`src/hdl/wuau_pkg.sv`:
```
// ----------------------------------------------------------------------------
// Wide unsigned arithmetic unit package
// Operation and status codes, controller states and the command and status
// records exchanged between the controller and the datapath.
// ----------------------------------------------------------------------------
package wuau_pkg;

  typedef enum logic [1:0] {
    MODE_ADD = 2'd0,
    MODE_SUB = 2'd1,
    MODE_MUL = 2'd2,
    MODE_DIV = 2'd3
  } mode_t;

  typedef enum logic [1:0] {
    ST_OK  = 2'd0,
    ST_OVF = 2'd1,
    ST_DBZ = 2'd2
  } status_t;

  typedef enum logic [2:0] {
    S_IDLE,
    S_SETUP,
    S_SMEAR,
    S_ITER,
    S_FIN
  } state_t;

  typedef struct packed {
    logic load;
    logic smear;
    logic iter;
    logic finish;
  } dp_cmd_t;

  typedef struct packed {
    mode_t mode;
    logic  b_zero;
  } dp_status_t;

endpackage

```
`src/hdl/wide_unsigned_arith_unit.sv`:
```
// From the accepting edge, add passes through setup and result capture before
// the result strobe; subtract and divide by zero also pass through the mask
// builder, and multiply and divide through bit iteration, one operand bit per
// cycle in the shared shift unit. One transaction at a time;
// start is taken again in the strobe cycle. The receiver cannot stall.
// Reset is synchronous and active low; it clears the controller and strobe.
// ----------------------------------------------------------------------------
// Wide unsigned arithmetic unit
// Unsigned add, subtract, multiply and divide over WIDTH-bit operands.
// ----------------------------------------------------------------------------
module wide_unsigned_arith_unit
  import wuau_pkg::*;
#(
  parameter int WIDTH = 96
) (
  input  logic        clk,
  input  logic        rst_n,
  input  logic        start,
  output logic        busy,
  input  logic [1:0]  in_mode,
  input  logic [63:0] in_a_low,
  input  logic [31:0] in_a_high,
  input  logic [63:0] in_b_low,
  input  logic [31:0] in_b_high,
  output logic        out_strobe,
  output logic [63:0] out_result_low,
  output logic [31:0] out_result_high,
  output logic [63:0] out_rem_low,
  output logic [31:0] out_rem_high,
  output logic [1:0]  out_status
);

  dp_cmd_t    cmd;
  dp_status_t dp_stat;

  wuau_ctrl #(.WIDTH(WIDTH)) u_ctrl (
    .clk        (clk),
    .rst_n      (rst_n),
    .start      (start),
    .dp_stat    (dp_stat),
    .cmd        (cmd),
    .busy       (busy),
    .out_strobe (out_strobe)
  );

  wuau_datapath #(.WIDTH(WIDTH)) u_dp (
    .clk             (clk),
    .in_mode         (in_mode),
    .in_a_low        (in_a_low),
    .in_a_high       (in_a_high),
    .in_b_low        (in_b_low),
    .in_b_high       (in_b_high),
    .cmd             (cmd),
    .stat            (dp_stat),
    .out_result_low  (out_result_low),
    .out_result_high (out_result_high),
    .out_rem_low     (out_rem_low),
    .out_rem_high    (out_rem_high),
    .out_status      (out_status)
  );

endmodule

```
`src/hdl/wuau_ctrl.sv`:
```
// ----------------------------------------------------------------------------
// Wide unsigned arithmetic unit controller
// Sequences one transaction through setup, mask building or bit iteration as
// the mode needs, and result capture, and issues the result strobe.
// ----------------------------------------------------------------------------
module wuau_ctrl
  import wuau_pkg::*;
#(
  parameter int WIDTH = 96
) (
  input  logic       clk,
  input  logic       rst_n,
  input  logic       start,
  input  dp_status_t dp_stat,
  output dp_cmd_t    cmd,
  output logic       busy,
  output logic       out_strobe
);

  localparam int CW          = $clog2(WIDTH + 1);
  localparam int SMEAR_STEPS = $clog2(WIDTH);

  state_t         state_r, state_nxt;
  logic [CW-1:0]  cnt_r, cnt_nxt;
  logic           strobe_r, strobe_nxt;

  always_ff @(posedge clk) begin
    if (!rst_n) begin
      state_r  <= S_IDLE;
      cnt_r    <= '0;
      strobe_r <= 1'b0;
    end else begin
      state_r  <= state_nxt;
      cnt_r    <= cnt_nxt;
      strobe_r <= strobe_nxt;
    end
  end

  always_comb begin
    state_nxt = state_r;
    cnt_nxt   = cnt_r;
    unique case (state_r)
      S_IDLE: begin
        if (start) begin
          state_nxt = S_SETUP;
        end
      end
      S_SETUP: begin
        priority if (dp_stat.mode == MODE_ADD) begin
          state_nxt = S_FIN;
        end else if (dp_stat.mode == MODE_SUB ||
                     (dp_stat.mode == MODE_DIV && dp_stat.b_zero)) begin
          state_nxt = S_SMEAR;
          cnt_nxt   = CW'(SMEAR_STEPS - 1);
        end else begin
          state_nxt = S_ITER;
          cnt_nxt   = CW'(WIDTH - 1);
        end
      end
      S_SMEAR, S_ITER: begin
        if (cnt_r == '0) begin
          state_nxt = S_FIN;
        end else begin
          cnt_nxt = cnt_r - 1'b1;
        end
      end
      S_FIN: begin
        state_nxt = S_IDLE;
      end
      default: begin
        state_nxt = S_IDLE;
      end
    endcase
  end

  always_comb begin
    cmd        = '0;
    busy       = 1'b1;
    strobe_nxt = 1'b0;
    unique case (state_r)
      S_IDLE: begin
        busy     = 1'b0;
        cmd.load = start;
      end
      S_SETUP: begin
      end
      S_SMEAR: begin
        cmd.smear = 1'b1;
      end
      S_ITER: begin
        cmd.iter = 1'b1;
      end
      S_FIN: begin
        cmd.finish = 1'b1;
        strobe_nxt = 1'b1;
      end
      default: begin
      end
    endcase
  end

  assign out_strobe = strobe_r;

endmodule

```
`src/hdl/wuau_datapath.sv`:
```
// ----------------------------------------------------------------------------
// Wide unsigned arithmetic unit datapath
// Operand registers, significant-bit mask builder, shift-and-add multiply and
// restoring divide step, and the result registers.
// ----------------------------------------------------------------------------
module wuau_datapath
  import wuau_pkg::*;
#(
  parameter int WIDTH = 96
) (
  input  logic        clk,
  input  logic [1:0]  in_mode,
  input  logic [63:0] in_a_low,
  input  logic [31:0] in_a_high,
  input  logic [63:0] in_b_low,
  input  logic [31:0] in_b_high,
  input  dp_cmd_t     cmd,
  output dp_status_t  stat,
  output logic [63:0] out_result_low,
  output logic [31:0] out_result_high,
  output logic [63:0] out_rem_low,
  output logic [31:0] out_rem_high,
  output logic [1:0]  out_status
);

  localparam int CW = $clog2(WIDTH + 1);

  mode_t            mode_r;
  logic [WIDTH-1:0] a_r, b_r, acc_r, rem_r, mask_r;
  logic [CW-1:0]    sa_r;
  logic             shout_r, ovf_r;
  logic [127:0]     res_ext_r, rem_ext_r;
  status_t          status_r;

  logic [127:0]     a_in_ext, b_in_ext;
  logic [WIDTH:0]   mul_sum, div_sh, div_diff, add_sum;
  logic             div_ge;
  logic [WIDTH-1:0] res_fin, rem_fin;
  status_t          status_fin;

  assign a_in_ext = 128'({in_a_high, in_a_low});
  assign b_in_ext = 128'({in_b_high, in_b_low});

  assign mul_sum  = {1'b0, acc_r} + {1'b0, rem_r};
  assign div_sh   = {rem_r, a_r[WIDTH-1]};
  assign div_diff = div_sh - {1'b0, b_r};
  assign div_ge   = (div_sh >= {1'b0, b_r});
  assign add_sum  = {1'b0, a_r} + {1'b0, b_r};

  assign stat.mode   = mode_r;
  assign stat.b_zero = (b_r == '0);

  always_comb begin
    res_fin    = '0;
    rem_fin    = '0;
    status_fin = ST_OK;
    unique case (mode_r)
      MODE_ADD: begin
        if (add_sum[WIDTH]) begin
          status_fin = ST_OVF;
        end else begin
          res_fin = add_sum[WIDTH-1:0];
        end
      end
      MODE_SUB: begin
        res_fin = (a_r - b_r) & mask_r;
      end
      MODE_MUL: begin
        if (ovf_r) begin
          status_fin = ST_OVF;
        end else begin
          res_fin = acc_r;
        end
      end
      MODE_DIV: begin
        if (b_r == '0) begin
          res_fin    = mask_r;
          rem_fin    = a_r;
          status_fin = ST_DBZ;
        end else begin
          res_fin = acc_r;
          rem_fin = rem_r;
        end
      end
      default: begin
      end
    endcase
  end

  always_ff @(posedge clk) begin
    if (cmd.load) begin
      mode_r  <= mode_t'(in_mode);
      a_r     <= a_in_ext[WIDTH-1:0];
      b_r     <= b_in_ext[WIDTH-1:0];
      mask_r  <= a_in_ext[WIDTH-1:0];
      sa_r    <= CW'(1);
      acc_r   <= '0;
      shout_r <= 1'b0;
      ovf_r   <= 1'b0;
      if (mode_t'(in_mode) == MODE_MUL) begin
        rem_r <= b_in_ext[WIDTH-1:0];
      end else begin
        rem_r <= '0;
      end
    end else if (cmd.smear) begin
      mask_r <= mask_r | (mask_r >> sa_r);
      sa_r   <= sa_r << 1;
    end else if (cmd.iter) begin
      if (mode_r == MODE_MUL) begin
        a_r     <= a_r >> 1;
        rem_r   <= rem_r << 1;
        shout_r <= shout_r | rem_r[WIDTH-1];
        if (a_r[0]) begin
          acc_r <= mul_sum[WIDTH-1:0];
          ovf_r <= ovf_r | mul_sum[WIDTH] | shout_r;
        end
      end else begin
        a_r   <= a_r << 1;
        acc_r <= {acc_r[WIDTH-2:0], div_ge};
        rem_r <= div_ge ? div_diff[WIDTH-1:0] : div_sh[WIDTH-1:0];
      end
    end else if (cmd.finish) begin
      res_ext_r <= 128'(res_fin);
      rem_ext_r <= 128'(rem_fin);
      status_r  <= status_fin;
    end
  end

  assign out_result_low  = res_ext_r[63:0];
  assign out_result_high = res_ext_r[95:64];
  assign out_rem_low     = rem_ext_r[63:0];
  assign out_rem_high    = rem_ext_r[95:64];
  assign out_status      = status_r;

endmodule

```
`config.mk`:
```
export PLATFORM = sky130hd
export DESIGN_NAME = wide_unsigned_arith_unit
export DESIGN_NICKNAME = d
export VERILOG_FILES = /design/src/hdl/wuau_pkg.sv /design/src/hdl/wide_unsigned_arith_unit.sv /design/src/hdl/wuau_ctrl.sv /design/src/hdl/wuau_datapath.sv
export SDC_FILE = /design/constraint.sdc
export NUM_CORES = 2
export LEC_CHECK = 0
export BUFFER_PORTS_ARGS = -buffer_cell sky130_fd_sc_hd__buf_2
export CAP_MARGIN = 20
export CORE_UTILIZATION = 25
export CTS_CLUSTER_SIZE = 14
export DETAILED_ROUTE_END_ITERATION = 7
export HOLD_SLACK_MARGIN = 0.06
export PLACE_DENSITY_LB_ADDON = 0.2
export SETUP_SLACK_MARGIN = 0.4
export SYNTH_ARGS = -nofsm -noshare
export SYNTH_HDL_FRONTEND = slang
export SYNTH_SLANG_ARGS = --single-unit
```
`constraint.sdc`:
```
create_clock -name clk -period 15.36 [get_ports clk]
set_clock_uncertainty 0.1 [all_clocks]
set_input_delay 0.768 -clock clk [delete_from_list [all_inputs] [get_ports clk]]
set_output_delay 0.768 -clock clk [all_outputs]
set_load 0.01 [all_outputs]
```
==> metrics.md <==
| Metric | Value |
|---|---|
| Status | `complete, no violations` |
| Core footprint | `0.244 mm^2` |
| Syn_area_per_cell | `8.32 um^2` |
| PwrDens | `263 mW/mm^2` |
| Synthesized instance count | `7,409` |
| Count of different cell masters after synthesis | `between 100 and 150` |
| Post-synth EDFFs | `580` |
| Post-layout instance area | `0.0705 mm^2` |
| Post-CTS Setup Bufs | `0` |
| Ratio of cells with drive above 1 in the final layout | `12.7%` |
| P_sw | `10.3 mW` |
| Die extent in x | `499 um` |
| Crit-path most repeated cell | `buf_4` |
| Worst-skew pair later-pin latency | `~800 ps` |
| Area Growth Syn to Fin | `14.4%` |
| Fmax | `0.149 GHz` |
| Layout Cells excl Fill | `10,900` |
| Buffers on Ports | `392` |
| Initial antenna violation count | `between 40 and 50` |
| Unrepaired setup endpoints after global routing | `false` |
| Clk sinks | `just under 700` |
| WP data required | `approximately 16,000 ps` |
| CP delay by family, top | `compound AO/OA/AOI/OAI gates` |
| DP Area | `0.0670 mm^2` |
| Clock Power Share | `13.3%` |
| Worst path cell trace | `inv_1, ha_1, nor2b_1, o31ai_1, a211oi_1, buf_4, o21ai_0, o211ai_1, buf_4, and4_1, o31a_1, o21ai_4, buf_4, buf_4, nor2_2, a222oi_1, inv_1` |
| CP endpoint kind | `flip-flop` |
| Max_cap viols | `0` |
| Register area share after synthesis | `32.0%` |
| Post-Syn Area | `0.0616 mm^2` |
| Crit path kind | `flip-flop to flip-flop` |
| Detailed-route via count | `65,400` |
| Commonest cells after routing, fill and taps aside | `nor2_1, nand2_1, a21oi_1` |
| Maximum clock insertion buffer count | `3` |
| Setup TNS | `0 ps` |
| Final Cycle Share | `43.6%` |
| First-pass GRT wire length | `roughly 510 mm` |
| Final wirelength | `382 mm` |
| Post-DR wirelength/cell | `between 30 and 40 um` |
| Iter 0 DRT Violations | `9,579` |
| # setup viols final | `0` |
| Total grt overflow | `0` |
| Final-report hold violation count | `0` |
| Yosys warns | `0` |
| Largest net degree at the start of global routing | `140` |
| Num rows | `181` |
| Syn Nets | `7,995` |
| Int Power | `8.24 mW` |
| CTS tree | `built` |
| Post-cts resize count | `0` |
| Slew HR | `15.1%` |
| Slowest stage delay, CP | `930 ps` |
| Worst VDD drop | `between 100 and 150 uV` |
| Worst-margin pin slew | `1270 ps` |
| Remaining DRCs | `0` |
| # H-tree levels | `3` |
| Combinational power share | `63.7%` |
| Tot GR Track Use | `29.5%` |
| First-pass DRT Iterations | `7` |
| #FFs+latches synth | `696` |
| Max Transition Viols Final | `0` |
| Placed insts | `10,600` |
| Sw frac | `a little under three fifths` |
| Vias in the first global route | `60,300` |
| Root Buffer | `clkbuf_16` |
| Min cycle time layout | `6690 ps` |
| Top FF cell, synth | `edfxtp_1` |
| Remaining antenna violation count | `0` |
| Slowest CP cell | `edfxtp_1` |
| Startpoint types | `flip-flop` |
| Number of nets in the layout | `8,147` |
| Worst min path class | `input port to flip-flop` |
| Drt via density | `6.02` |
| Cts bufs inserted | `95` |
| Worst path buffer plus inverter count | `6` |
| DP Wirelength | `308 mm` |
| Part of the power in registers | `23.0%` |
| R2r setup slk | `8670 ps` |
| Reg clk slew, reported paths | `60 ps` |
| Commonest non-fill, non-tap cell in the layout | `nor2_1` |
| Num ports | `393` |
| Die height | `499 um` |
| Worst path arrival time | `between 7000 and 8000 ps` |
| GP Congestion | `1.00` |
| Async S/R FF share, synth | `0%` |
| Initial Utilization | `25.2%` |
| DIE AREA | `approximately 0.25 mm^2` |
| Pleak | `between 20 and 30 nW` |
| Worst Path Max Fanout | `69` |
==> layer usage <==
metal	GRT usage, %	vias up	part of all wire [%]
met5	0	-	0.036
met1	44.4	33100	47
met3	6.29	477	10
li1	-	28100	-
met4	10.2	20	3.8
met2	40.7	3722	40
==> cell type report <==
type                            instances  area [um^2]
Tap cell                             3202         4010
Fill cell                           26300       174000
Inverter                              303         1150
Sequential cell                       696        19800
Clock buffer                          118         2600
Timing Repair Buffer                  555         3260
Clock inverter                         60          756
Multi-Input combinational cell       5910        39000
Antenna cell                            9         22.5
==> cells in the mapped netlist, types with 23 or more instances <==
cell type    n  area [um^2]
nor3_1     168          841
dfxtp_1    116         2320
a21boi_0    24          180
a22oi_1     82          616
nor2_1     846         3180
xor2_1      76          666
xnor2_1    243         2130
a22o_1     110          963
o21a_1      44          330
a221oi_1    32          280
a2111oi_0   36          315
or3_1       35          219
mux2_2      78          878
o21ai_0    530         2650
mux2i_1    121         1210
buf_1       52          195
edfxtp_1   580        17400
mux4_2      82         1850
o211ai_1    93          698
inv_1      293         1100
clkbuf_1   399         1500
and2_1      26          163
buf_2       39          195
nand2b_1    34          213
nand3_1    116          581
nor2b_1     58          363
o31ai_1     69          518
nand2_1    753         2830
nor4_1     107          669
or2_2       23          144
o21bai_1   115          863
a31oi_1    155          970
a21o_1     139         1040
a211oi_1   122          916
nand4_1    140          876
a21oi_1    703         3520
ha_1       385         4820
==> power groups by stage <==
stage	clock network [mW]	registers, mW	logic (mW)
2_1_floorplan	0	3.46	7.41
3_3_place_gp	0	4.19	11.5
3_5_place_dp	0	4.18	11.4
4_1_cts	2.51	4.15	11.4
5_1_grt	2.57	4.23	12.5
6_report	2.47	4.26	11.8
==> kinds of logic after synthesis <==
| family | share of synthesized area [%] |
|---|---|
| AO/OA/AOI/OAI | 26.8 |
| flip-flops | 32.0 |
| multiplexers | 6.39 |
| buffers and inverters | 5.07 |
| adder cells (fa/ha/maj) | 7.94 |
| AND/OR/NAND/NOR | 17.3 |
| XOR/XNOR | 4.53 |
==> state kept, by name, summed over array words and instances (netlist names), 2 cells and up <==
signal and cells:
u_dp.a_r 96, u_dp.acc_r 96, u_dp.b_r 96, u_dp.mask_r 96, u_dp.rem_ext_r 96, u_dp.rem_r 96
u_dp.res_ext_r 96, u_ctrl.cnt_r 7, u_dp.sa_r 7, u_ctrl.state_r 3, u_dp.mode_r 2, u_dp.out_status 2
==> final timing paths <==
kind | from | endpoint | cells past startpoint
max | u_dp.b_r[1] | u_dp.rem_r[37] | 17
max reg2reg | u_dp.b_r[1] | u_dp.rem_r[37] | 17
min | in_b_low[15] | u_dp.b_r[15] | 1
min reg2reg | u_ctrl.cnt_r[3] | u_ctrl.cnt_r[3] | 2
==> per-stage QoR <==
stage | hold slack [ps] | utilization (%) | total power [mW] | setup WS, ps
2_1_floorplan | 332 | - | 10.9 | 6600
3_3_place_gp | 350 | 27.4 | 15.6 | 8820
3_5_place_dp | 364 | 27.4 | 15.6 | 8900
4_1_cts | 60.8 | 28.9 | 18.1 | 8840
5_1_grt | 99.5 | 28.9 | 19.3 | 8440
6_report | 111 | 28.9 | 18.5 | 8670
==> repair_timing <==
action	CTS	global route
hold buffers	15	0
hold endpoints to repair	15	0
setup endpoints to repair	0	0
(Power assumes the default switching activity.)
